**config.mk**
```make
export PLATFORM = sky130hd
export DESIGN_NAME = button_scan_long_press_repeat
export DESIGN_NICKNAME = d
export VERILOG_FILES = /design/src/rtl/core/bsl_pkg.sv /design/src/rtl/core/button_scan_long_press_repeat.sv /design/src/rtl/core/bsl_lane.sv /design/src/rtl/core/bsl_merge.sv
export SDC_FILE = /design/constraint.sdc
export NUM_CORES = 1
export LEC_CHECK = 0
export BUFFER_PORTS_ARGS = -buffer_cell sky130_fd_sc_hd__buf_2
export CORE_AREA = 2 2 82 116
export DETAILED_ROUTE_END_ITERATION = 10
export DIE_AREA = 0 0 84 118
export GPL_ROUTABILITY_DRIVEN = 0
export GPL_TIMING_DRIVEN = 0
export PLACE_DENSITY = 0.78
export SLEW_MARGIN = 10
export SYNTH_ARGS = -nofsm -noshare
export SYNTH_HDL_FRONTEND = slang
export SYNTH_SLANG_ARGS = --single-unit
```
**constraint.sdc**
```tcl
create_clock -name clk_i -period 4.5 [get_ports clk_i]
set_clock_uncertainty 0.05 [all_clocks]
set_input_delay 0.9 -clock clk_i [delete_from_list [all_inputs] [get_ports clk_i]]
set_output_delay 0.9 -clock clk_i [all_outputs]
set_load 0.02 [all_outputs]
```
**src/rtl/core/bsl_pkg.sv**
```systemverilog
// Shared types and constants for the button scan block with long-press repeat.
// Event kinds, the lane event record, the configuration record and reset values.
// Depends on nothing; every other file of the block imports it.
package bsl_pkg;

  // Fixed field widths
  localparam int LEVELS_W   = 4;
  localparam int BTN_W      = 2;
  localparam int CNT_W      = 8;
  localparam int IN_DATA_W  = 8;
  localparam int OUT_DATA_W = 8;
  localparam int CFG_IDX_W  = 2;
  localparam int CFG_DATA_W = 8;

  // Button count limits and default
  localparam int BUTTONS_DEF = 4;
  localparam int BUTTONS_MAX = 8;

  // Counter limit
  localparam logic [CNT_W-1:0] CNT_MAX = '1;

  // Configuration reset values
  localparam int HOLD_TICKS_DEF = 10;
  localparam logic [CNT_W-1:0] LONG_THR_RST   = CNT_W'(HOLD_TICKS_DEF);
  localparam logic [CNT_W-1:0] REPEAT_RLD_RST = CNT_W'(HOLD_TICKS_DEF / 3);

  // Configuration register indexes
  localparam logic [CFG_IDX_W-1:0] REG_LONG_THRESHOLD = 2'd0;
  localparam logic [CFG_IDX_W-1:0] REG_REPEAT_RELOAD  = 2'd1;
  localparam logic [CFG_IDX_W-1:0] REG_REPORT_PRESS   = 2'd2;

  // Event kinds as carried on tuser
  typedef enum logic [1:0] {
    KIND_RELEASE = 2'd0,
    KIND_LONG    = 2'd1,
    KIND_PRESS   = 2'd2
  } kind_e;

  // One lane's finding for one scan tick
  typedef struct packed {
    logic  valid;
    kind_e kind;
  } bsl_event_t;

  // Configuration seen by every lane
  typedef struct packed {
    logic [CNT_W-1:0] long_threshold;
    logic [CNT_W-1:0] repeat_reload;
    logic             report_press;
  } bsl_cfg_t;

endpackage

```
**src/rtl/core/button_scan_long_press_repeat.sv**
```systemverilog
// Button scan with release, press and long-press auto-repeat events, one lane per button.
// Path: an accepted tick passes the holding slot and then the current slot of bsl_merge before tvalid rises.
// Throughput: one tick per cycle while the result port keeps up; a tick with several events holds
// the result port until all have left, and input stalls while a held tick waits behind one still draining.
// Reset: all buttons released, hold counters zero, registers at defaults, no events pending.
// Depends on bsl_pkg, bsl_lane and bsl_merge.
module button_scan_long_press_repeat
  import bsl_pkg::*;
#(
  parameter int BUTTONS = BUTTONS_DEF
) (
  input  logic                  clk_i,
  input  logic                  rst_ni,
  // Scan tick input
  input  logic                  s_axis_tvalid,
  output logic                  s_axis_tready,
  input  logic [IN_DATA_W-1:0]  s_axis_tdata,   // [3:0] levels, rest ignored
  // Event output
  output logic                  m_axis_tvalid,
  input  logic                  m_axis_tready,
  output logic [OUT_DATA_W-1:0] m_axis_tdata,   // [1:0] button, rest zero
  output logic [1:0]            m_axis_tuser,   // [1:0] kind
  output logic                  m_axis_tlast,
  // Configuration write channel
  input  logic                  cfg_valid_i,
  output logic                  cfg_ready_o,
  input  logic [CFG_IDX_W-1:0]  cfg_index_i,
  input  logic [CFG_DATA_W-1:0] cfg_data_i
);

  bsl_cfg_t                 cfg_q;
  bsl_event_t [BUTTONS-1:0] lane_ev;
  logic       [BUTTONS-1:0] lane_level;
  logic                     s_fire;

  assign cfg_ready_o = 1'b1;
  assign s_fire      = s_axis_tvalid & s_axis_tready;

  // Configuration registers
  always_ff @(posedge clk_i or negedge rst_ni) begin
    if (!rst_ni) begin
      cfg_q.long_threshold <= LONG_THR_RST;
      cfg_q.repeat_reload  <= REPEAT_RLD_RST;
      cfg_q.report_press   <= 1'b0;
    end else if (cfg_valid_i && cfg_ready_o) begin
      case (cfg_index_i)
        REG_LONG_THRESHOLD: cfg_q.long_threshold <= cfg_data_i;
        REG_REPEAT_RELOAD:  cfg_q.repeat_reload  <= cfg_data_i;
        REG_REPORT_PRESS:   cfg_q.report_press   <= cfg_data_i[0];
        default: ;
      endcase
    end
  end

  // One lane per button; buttons above the levels field read as pressed
  for (genvar g = 0; g < BUTTONS; g++) begin : g_lane
    if (g < LEVELS_W) begin : g_in
      assign lane_level[g] = s_axis_tdata[g];
    end else begin : g_out
      assign lane_level[g] = 1'b0;
    end

    bsl_lane u_lane (
      .clk_i   (clk_i),
      .rst_ni  (rst_ni),
      .step_i  (s_fire),
      .level_i (lane_level[g]),
      .cfg_i   (cfg_q),
      .ev_o    (lane_ev[g])
    );
  end

  // Serialize lane events in button order
  bsl_merge #(
    .BUTTONS (BUTTONS)
  ) u_merge (
    .clk_i         (clk_i),
    .rst_ni        (rst_ni),
    .load_i        (s_fire),
    .ev_i          (lane_ev),
    .load_ready_o  (s_axis_tready),
    .m_axis_tvalid (m_axis_tvalid),
    .m_axis_tready (m_axis_tready),
    .m_axis_tdata  (m_axis_tdata),
    .m_axis_tuser  (m_axis_tuser),
    .m_axis_tlast  (m_axis_tlast)
  );

endmodule

```
**src/rtl/core/bsl_lane.sv**
```systemverilog
// One button lane: last level and hold counter, event decision per scan tick.
// Depends on bsl_pkg for the event and configuration records.
module bsl_lane
  import bsl_pkg::*;
(
  input  logic       clk_i,
  input  logic       rst_ni,
  input  logic       step_i,
  input  logic       level_i,
  input  bsl_cfg_t   cfg_i,
  output bsl_event_t ev_o
);

  logic             last_level_q, last_level_d;
  logic [CNT_W-1:0] hold_q, hold_d;
  logic [CNT_W-1:0] hold_inc;

  // Saturating increment of the hold counter
  assign hold_inc = (hold_q == CNT_MAX) ? hold_q : hold_q + CNT_W'(1);

  // Decide this tick's event and next state
  always_comb begin
    last_level_d = last_level_q;
    hold_d       = hold_q;
    ev_o.valid   = 1'b0;
    ev_o.kind    = KIND_RELEASE;
    if ((level_i != last_level_q) && (hold_q == '0)) begin
      last_level_d = level_i;
      hold_d       = '0;
      if (level_i) begin
        ev_o.valid = 1'b1;
        ev_o.kind  = KIND_RELEASE;
      end else if (cfg_i.report_press) begin
        ev_o.valid = 1'b1;
        ev_o.kind  = KIND_PRESS;
      end
    end else if (!level_i) begin
      hold_d = hold_inc;
      if (hold_inc >= cfg_i.long_threshold) begin
        ev_o.valid = 1'b1;
        ev_o.kind  = KIND_LONG;
        hold_d     = cfg_i.repeat_reload;
      end
    end else begin
      hold_d = '0;
    end
  end

  // Commit state on each accepted tick
  always_ff @(posedge clk_i or negedge rst_ni) begin
    if (!rst_ni) begin
      last_level_q <= 1'b1;
      hold_q       <= '0;
    end else if (step_i) begin
      last_level_q <= last_level_d;
      hold_q       <= hold_d;
    end
  end

endmodule

```
**src/rtl/core/bsl_merge.sv**
```systemverilog
// Merge stage: buffers the lane events of one tick and sends them out in button order.
// A holding slot takes the next tick while the current one still drains.
// Depends on bsl_pkg for the event record and field widths.
module bsl_merge
  import bsl_pkg::*;
#(
  parameter int BUTTONS = BUTTONS_DEF
) (
  input  logic                       clk_i,
  input  logic                       rst_ni,
  input  logic                       load_i,
  input  bsl_event_t [BUTTONS-1:0]   ev_i,
  output logic                       load_ready_o,
  output logic                       m_axis_tvalid,
  input  logic                       m_axis_tready,
  output logic [OUT_DATA_W-1:0]      m_axis_tdata,  // [1:0] button, rest zero
  output logic [1:0]                 m_axis_tuser,  // [1:0] kind
  output logic                       m_axis_tlast
);

  bsl_event_t [BUTTONS-1:0] hold_ev_q;
  logic                     hold_v_q, hold_v_d;
  bsl_event_t [BUTTONS-1:0] cur_ev_q, cur_ev_d;

  logic [BUTTONS-1:0] cur_mask, pick_oh, rest_mask;
  logic [BTN_W-1:0]   pick_idx;
  kind_e              pick_kind;
  logic               pick_found;
  logic               any_ev, m_fire, cur_free, move;

  // Gather valid bits of the incoming tick and of the current tick
  always_comb begin
    any_ev = 1'b0;
    for (int i = 0; i < BUTTONS; i++) begin
      any_ev      = any_ev | ev_i[i].valid;
      cur_mask[i] = cur_ev_q[i].valid;
    end
  end

  // Pick the lowest pending button
  always_comb begin
    pick_found = 1'b0;
    pick_oh    = '0;
    pick_idx   = '0;
    pick_kind  = KIND_RELEASE;
    for (int i = 0; i < BUTTONS; i++) begin
      if (cur_ev_q[i].valid && !pick_found) begin
        pick_found = 1'b1;
        pick_oh[i] = 1'b1;
        pick_idx   = BTN_W'(i);
        pick_kind  = cur_ev_q[i].kind;
      end
    end
  end

  assign rest_mask     = cur_mask & ~pick_oh;
  assign m_axis_tvalid = pick_found;
  assign m_axis_tdata  = OUT_DATA_W'(pick_idx);
  assign m_axis_tuser  = pick_kind;
  assign m_axis_tlast  = (rest_mask == '0);
  assign m_fire        = m_axis_tvalid & m_axis_tready;

  // Current slot frees when empty or when its final event leaves;
  // the holding slot takes a new tick in the same cycle that it hands one over
  assign cur_free     = (cur_mask == '0) || (m_fire && m_axis_tlast);
  assign move         = hold_v_q & cur_free;
  assign load_ready_o = !hold_v_q || cur_free;

  // Advance holding slot and current slot
  always_comb begin
    hold_v_d = hold_v_q;
    if (load_i) begin
      hold_v_d = any_ev;
    end else if (move) begin
      hold_v_d = 1'b0;
    end
    cur_ev_d = cur_ev_q;
    if (move) begin
      cur_ev_d = hold_ev_q;
    end else if (m_fire) begin
      for (int i = 0; i < BUTTONS; i++) begin
        cur_ev_d[i].valid = rest_mask[i];
      end
    end
  end

  // Control state
  always_ff @(posedge clk_i or negedge rst_ni) begin
    if (!rst_ni) begin
      hold_v_q <= 1'b0;
      for (int i = 0; i < BUTTONS; i++) begin
        cur_ev_q[i].valid <= 1'b0;
        cur_ev_q[i].kind  <= KIND_RELEASE;
      end
    end else begin
      hold_v_q <= hold_v_d;
      cur_ev_q <= cur_ev_d;
    end
  end

  // Payload of the holding slot
  always_ff @(posedge clk_i) begin
    if (load_i && load_ready_o) begin
      hold_ev_q <= ev_i;
    end
  end

  // Events of one tick leave back to back
  a_tick_contiguous: assert property (@(posedge clk_i) disable iff (!rst_ni)
    m_fire && !m_axis_tlast |=> m_axis_tvalid)
    else $error("events of one tick not contiguous");

  // At most one button picked
  a_pick_onehot: assert property (@(posedge clk_i) disable iff (!rst_ni)
    $onehot0(pick_oh))
    else $error("more than one button picked");

  // Nothing pending means nothing offered next
  a_no_invented: assert property (@(posedge clk_i) disable iff (!rst_ni)
    (cur_mask == '0) && !hold_v_q |=> !m_axis_tvalid)
    else $error("result offered with nothing pending");

  // A drained tick with an empty holding slot leaves the output idle
  a_drain_idle: assert property (@(posedge clk_i) disable iff (!rst_ni)
    m_fire && m_axis_tlast && !hold_v_q |=> !m_axis_tvalid)
    else $error("result offered after final event with no tick held");

endmodule

```
[Word level (Yosys, flattened, before mapping)]
Cells that the tools add are included.
W data, S select, Z words.
Storage, ports and cells
  register bits after elaboration: 78
  bits of input ports: 23
  output and inout port bits: 14
  word-level logic and storage cells: 142
Cells by class
  $add $sub $neg: 4
  magnitude comparators: 4
  eq/ne operators: 10
  mux-type cells: 57
  bitwise logic cells: 8
  reductions and logical operators: 31
Operator list (count)
  $mux W8: 16
  $mux W3: 17
  $add A8 B1 Y8 const B: 4
  $eq A8 B8 Y1 const B: 4
  $ge A8 B8 Y1: 4
  $logic_not A8 Y1: 4
  $mux W1: 18
  $reduce_and A2 Y1: 7
  $mux W2: 6
  $logic_and A1 B1 Y1: 9
  $logic_not A4 Y1: 2
  $and A4 B4 Y4: 1
  $logic_not A1 Y1: 4
  $ne A1 B1 Y1: 4
  $not A4 Y4: 1
  $reduce_bool A2 Y1: 2
  $and A1 B1 Y1: 3
  $or A1 B1 Y1: 3
  $eq A2 B1 Y1 const B: 1
  $eq A2 B2 Y1 const B: 1
  $logic_not A2 Y1: 1
  $logic_or A1 B1 Y1: 2

[Depth between registers and ports, before layout]
  depth after elaboration: 18
  gate-level depth with buffers: 13

[By module]
Synthesis repeated with hierarchy kept, for this count alone.
Unflattened totals
  cell total of the unflattened synthesis: 589
  area, all modules: 5719.2 µm²
By module, submodules not included
  bsl_lane: times used 4, cells each 115, area an instance 974.7 µm², seq. area each 226.5 µm²
  bsl_merge: times used 1, cells each 89, area an instance 1143.6 µm², seq. area each 685.7 µm²
  button_scan_long_press_repeat: times used 1, cells each 40, area an instance 676.9 µm², seq. area each 430.4 µm²

[Worst setup path before layout]
OpenSTA, ideal clock, no wires.
  path kind: register to register
  start: register g_lane[0].u_lane.hold_q[0]
  end: register u_merge.hold_v_q
  library setup time: 0.135 ns
  arrival: 2.826 ns
  slack: 1.489 ns
  cell stages (with the launch flop): 13
  path buffers: 1
  clock period less this slack: 3.011 ns
  cells stage by stage: dfrtp_1 ha_1 and2_0 nand2_1 mux2_2 ha_1 a211oi_1 o21ai_0 a21oi_1 buf_2 a21oi_1 o41ai_1 nand2_1
RTL lines
  start: declaration: RTL line bsl_lane.sv:15  | logic [CNT_W-1:0] hold_q, hold_d;
  start signal: assignment: RTL line bsl_lane.sv:56  | hold_q <= hold_d;
  end signal: assignment: RTL line bsl_merge.sv:96  | hold_v_q <= hold_v_d;
  end: declaration: RTL line bsl_merge.sv:22  | logic hold_v_q, hold_v_d;

==> out/results.tsv <==
stage	metric	value	unit
cts	cts bufs inserted	9	
job	Max-Cap Viols	0	
logic_synthesis	Post-Synth Simple-Gate Area	17.12	%
routing	WL final	13020	microns
placement	Place WS	1.094	ns
cts	H-tree depth	3	
critical_path	r2r startpoint	g_lane[0].u_lane.hold_q[0]$_DFFE_PN0P_	
sta	Final Setup Violations	0	
global_route	vias in the first global route	4381	
logic_synthesis	EDFF count, synth	12	
sta	RSZ-0062 raised after global routing	no	
global_route	first-pass GRT wire length	21620	microns
pwr	Pleak	0.002748	uW
sta	final-report hold violation count	0	
routing	Iter 0 DRT Violations	420	
logic_synthesis	Post-Syn Area	0.005241	sq mm
cts	clock sinks	78	
logic_synthesis	ys async rst share	84.62	%
routing	vias	4352	
logic_synthesis	Mapped Cells	551	
die	Die Span X	84	microns
global_route	initial antenna violation count	0	
logic_synthesis	Top FF cell, synth	dfrtp_1	
critical_path	Worst EP required	4.67	ns
pwr	Max VDD drop	0.4151	mV
cts	Worst-path clk slew	0.06	ns
critical_path	CP Max Fanout	10	
logic_synthesis	Synth Register Bits	78	
sta	Worst Hold Slack	0.3738	ns
global_route	largest net degree at the start of global routing	51	
critical_path	Worst Setup End Kind	flop	
logic_synthesis	Synth Area in XOR/XNOR	1.671	%
sta	FMAX	283.9	MHz
logic_synthesis	Seq/Total Area, Yosys	38.58	%
die	core area	0.008875	sq mm
routing	Post-DRT Antenna Nets	0	
sta	slew margin rel.	55.33	%
pwr	clock network power share	20.6	%
logic_synthesis	adder-cell share of the synthesized area	9.764	%
status	status	finished clean	
die	FP Rows	41	
routing	DRC Markers	0	
critical_path	Setup Crit Path Kind	reg2reg	
cts	CTS tree	done	
logic_synthesis	Distinct cells, synth	61	
finish	Non-Filler Instances	705	
routing	Wirelength per Cell	18.47	microns
finish	number of diodes	0	
finish	Final Core Density	66.18	%
global_route	Total GRT Usage	27.65	%
cts	Clock Latency Late Sink	0.34	ns
cts	Hold Buf Count CTS	0	
sta	Slew Limit Fails	0	
routing	drt via density	6.173	
finish	nets	656	
die	Ports	37	
placement	post-detailed-placement half-perimeter wirelength	9466	microns
finish	area grow syn2layout	12.06	%
critical_path	Crit path arrival time	3.69	ns
placement	placed insts	689	
critical_path	CP startpoint kind	flop	
pwr	internal power	2250	uW
die	Starting Density	59.06	%
pwr	switching pwr	1590	uW
cts	Post-CTS Resized	0	
cts	Max clock buf depth	2	
sta	Period minus WS final	3.523	ns
die	Die Footprint	0.009912	sq mm
pwr	Gate power share	48.1	%
sta	Tightest Pin Transition	0.6686	ns
pwr	Sw Share	41.40	%
sta	setup_tns	0	ns
critical_path	Crit. Startpoint	g_lane[0].u_lane.hold_q[0]$_DFFE_PN0P_	
finish	commonest cells after routing, fill and taps aside	nand2_1, dfrtp_1, ha_1, nor2_1, a21oi_1	
sta	Final WS setup	0.9773	ns
pwr	Power Dens Cells	653.9	mW/mm^2
finish	share of cells above drive strength 1	18.56	%
finish	most common cell after layout, fill and taps aside	nand2_1	
routing	Initial DRT Pass Iterations	5	
logic_synthesis	Avg Inst Size Synth	9.512	sq um
cts	postcts setup bufs	0	
die	Die Ht	118	microns
logic_synthesis	Synth Warn #	0	
cts	CTS root buf	clkbuf_16	
global_route	global route total overflow	0	
logic_synthesis	Synth Area in Compound Gates	15.40	%
placement	IO Port Bufs	25	
logic_synthesis	largest family of logic cells by synthesized area	simple AND/OR/NAND/NOR gates	
sta	ratio of final minimum period to clock period	78.28	%
pwr	sequential share of power	31.3	%
worst_hold_path	Tightest Hold Check Type	in2async	
logic_synthesis	multiplexer share of the synthesized area	12.49	%
## routing by layer
| layer | GRT usage, % | vias to the layer above | share of wire, % |
|---|---|---|---|
| met4 | 13.00 | 0 | 2.9 |
| met2 | 48.35 | 150 | 53 |
| met3 | 3.436 | 28 | 5.0 |
| met5 | 0 | - | 0 |
| li1 | - | 2075 | - |
| met1 | 33.50 | 2099 | 39 |
## state kept, by name, indices dropped and copies added (netlist names)
register,cells
u_merge.hold_ev_q,12
cfg_q,17
g_lane.u_lane.hold_q,32
u_merge.cur_ev_q,12
g_lane.u_lane.last_level_q,4
u_merge.hold_v_q,1
## power groups by stage
stage,clock (uW),sequential [uW],combinational [uW]
after global placement,0,1200,1740
after CTS,796,1200,1830
after detailed placement,0,1210,1820
final,791,1200,1850
after global routing,829,1230,2040
after floorplan,0,1130,1410
## cells by family (layout without fill, tap and decap cells)
logic type                 Yosys count  after routing
AOI/OAI and AO/OA                  123            123
xor gates and xnor gates            10             10
adders and majority gates           41             41
buffers and inverters               50             92
DFF                                 78             78
muxes                               61             61
other                                2              7
and+or+nand+nor                    186            186
## worst max-delay path, cell delays in order, from the launching register on
cell and delay (ns):
dfrtp_1 0.44, ha_1 0.28, and2_0 0.26, nand2_1 0.19, mux2_2 0.38, ha_1 0.19, a211oi_1 0.23, o21ai_0 0.14
a21oi_1 0.28, buf_2 0.33, a21oi_1 0.14, o41ai_1 0.39, nand2_1 0.10
## through the flow
stage	area (sq um)	power [uW]
6_report	5873	3840
5_1_grt	5873	4105
4_1_cts	5873	3828
3_5_place_dp	5549	3029
3_3_place_gp	5519	2938
2_1_floorplan	5260	2538
## layout make-up
cell class                      count  area, sq um
Clock inverter                      6        85.08
Clock buffer                       10        239.0
Fill cell                         727         3002
Inverter                           23        86.33
Buffer                             27        167.7
Timing Repair Buffer               26        155.1
Sequential cell                    78         2022
Multi-Input combinational cell    428         2984
Tap cell                          107        133.9
## synthesized netlist by cell type, types with 6 or more instances
cell type	n	area share, %
ha_1	40	9.5
a31oi_1	8	0.95
clkbuf_1	9	0.64
nand3_1	19	1.8
mux2_2	29	6.2
o21ai_0	29	2.8
edfxtp_1	12	6.9
and3_1	7	0.84
xnor2_1	6	1.0
o31ai_1	17	2.4
mux2i_1	29	5.5
a21oi_1	31	3.0
dfrtp_1	58	28
nand4_1	8	0.95
nor3_1	8	0.76
buf_4	8	1.1
dfstp_2	8	4.0
nor2_1	38	2.7
nand2_1	66	4.7
inv_1	22	1.6
nor2b_1	14	1.7
o2bb2ai_1	9	1.5
## path summary, 6_finish.rpt
| check | end | slack [ns] | depth (start not counted) |
|---|---|---|---|
| worst max-delay path | u_merge.hold_v_q$_DFFE_PN0P_ | 0.98 | 12 |
| min in group clk_i | u_merge.cur_ev_q[6]$_DFFE_PN0P_ | 0.43 | 1 |
| max in group asynchronous | cfg_q[2]$_DFFE_PN1P_ | 3.44 | 2 |
| worst min-delay path | g_lane[0].u_lane.hold_q[3]$_DFFE_PN0P_ | 0.37 | 1 |
| worst min register to register | u_merge.cur_ev_q[6]$_DFFE_PN0P_ | 0.43 | 1 |
| worst max register to register | u_merge.hold_v_q$_DFFE_PN0P_ | 0.98 | 12 |
No activity file was read; power rests on OpenSTA's default activity.
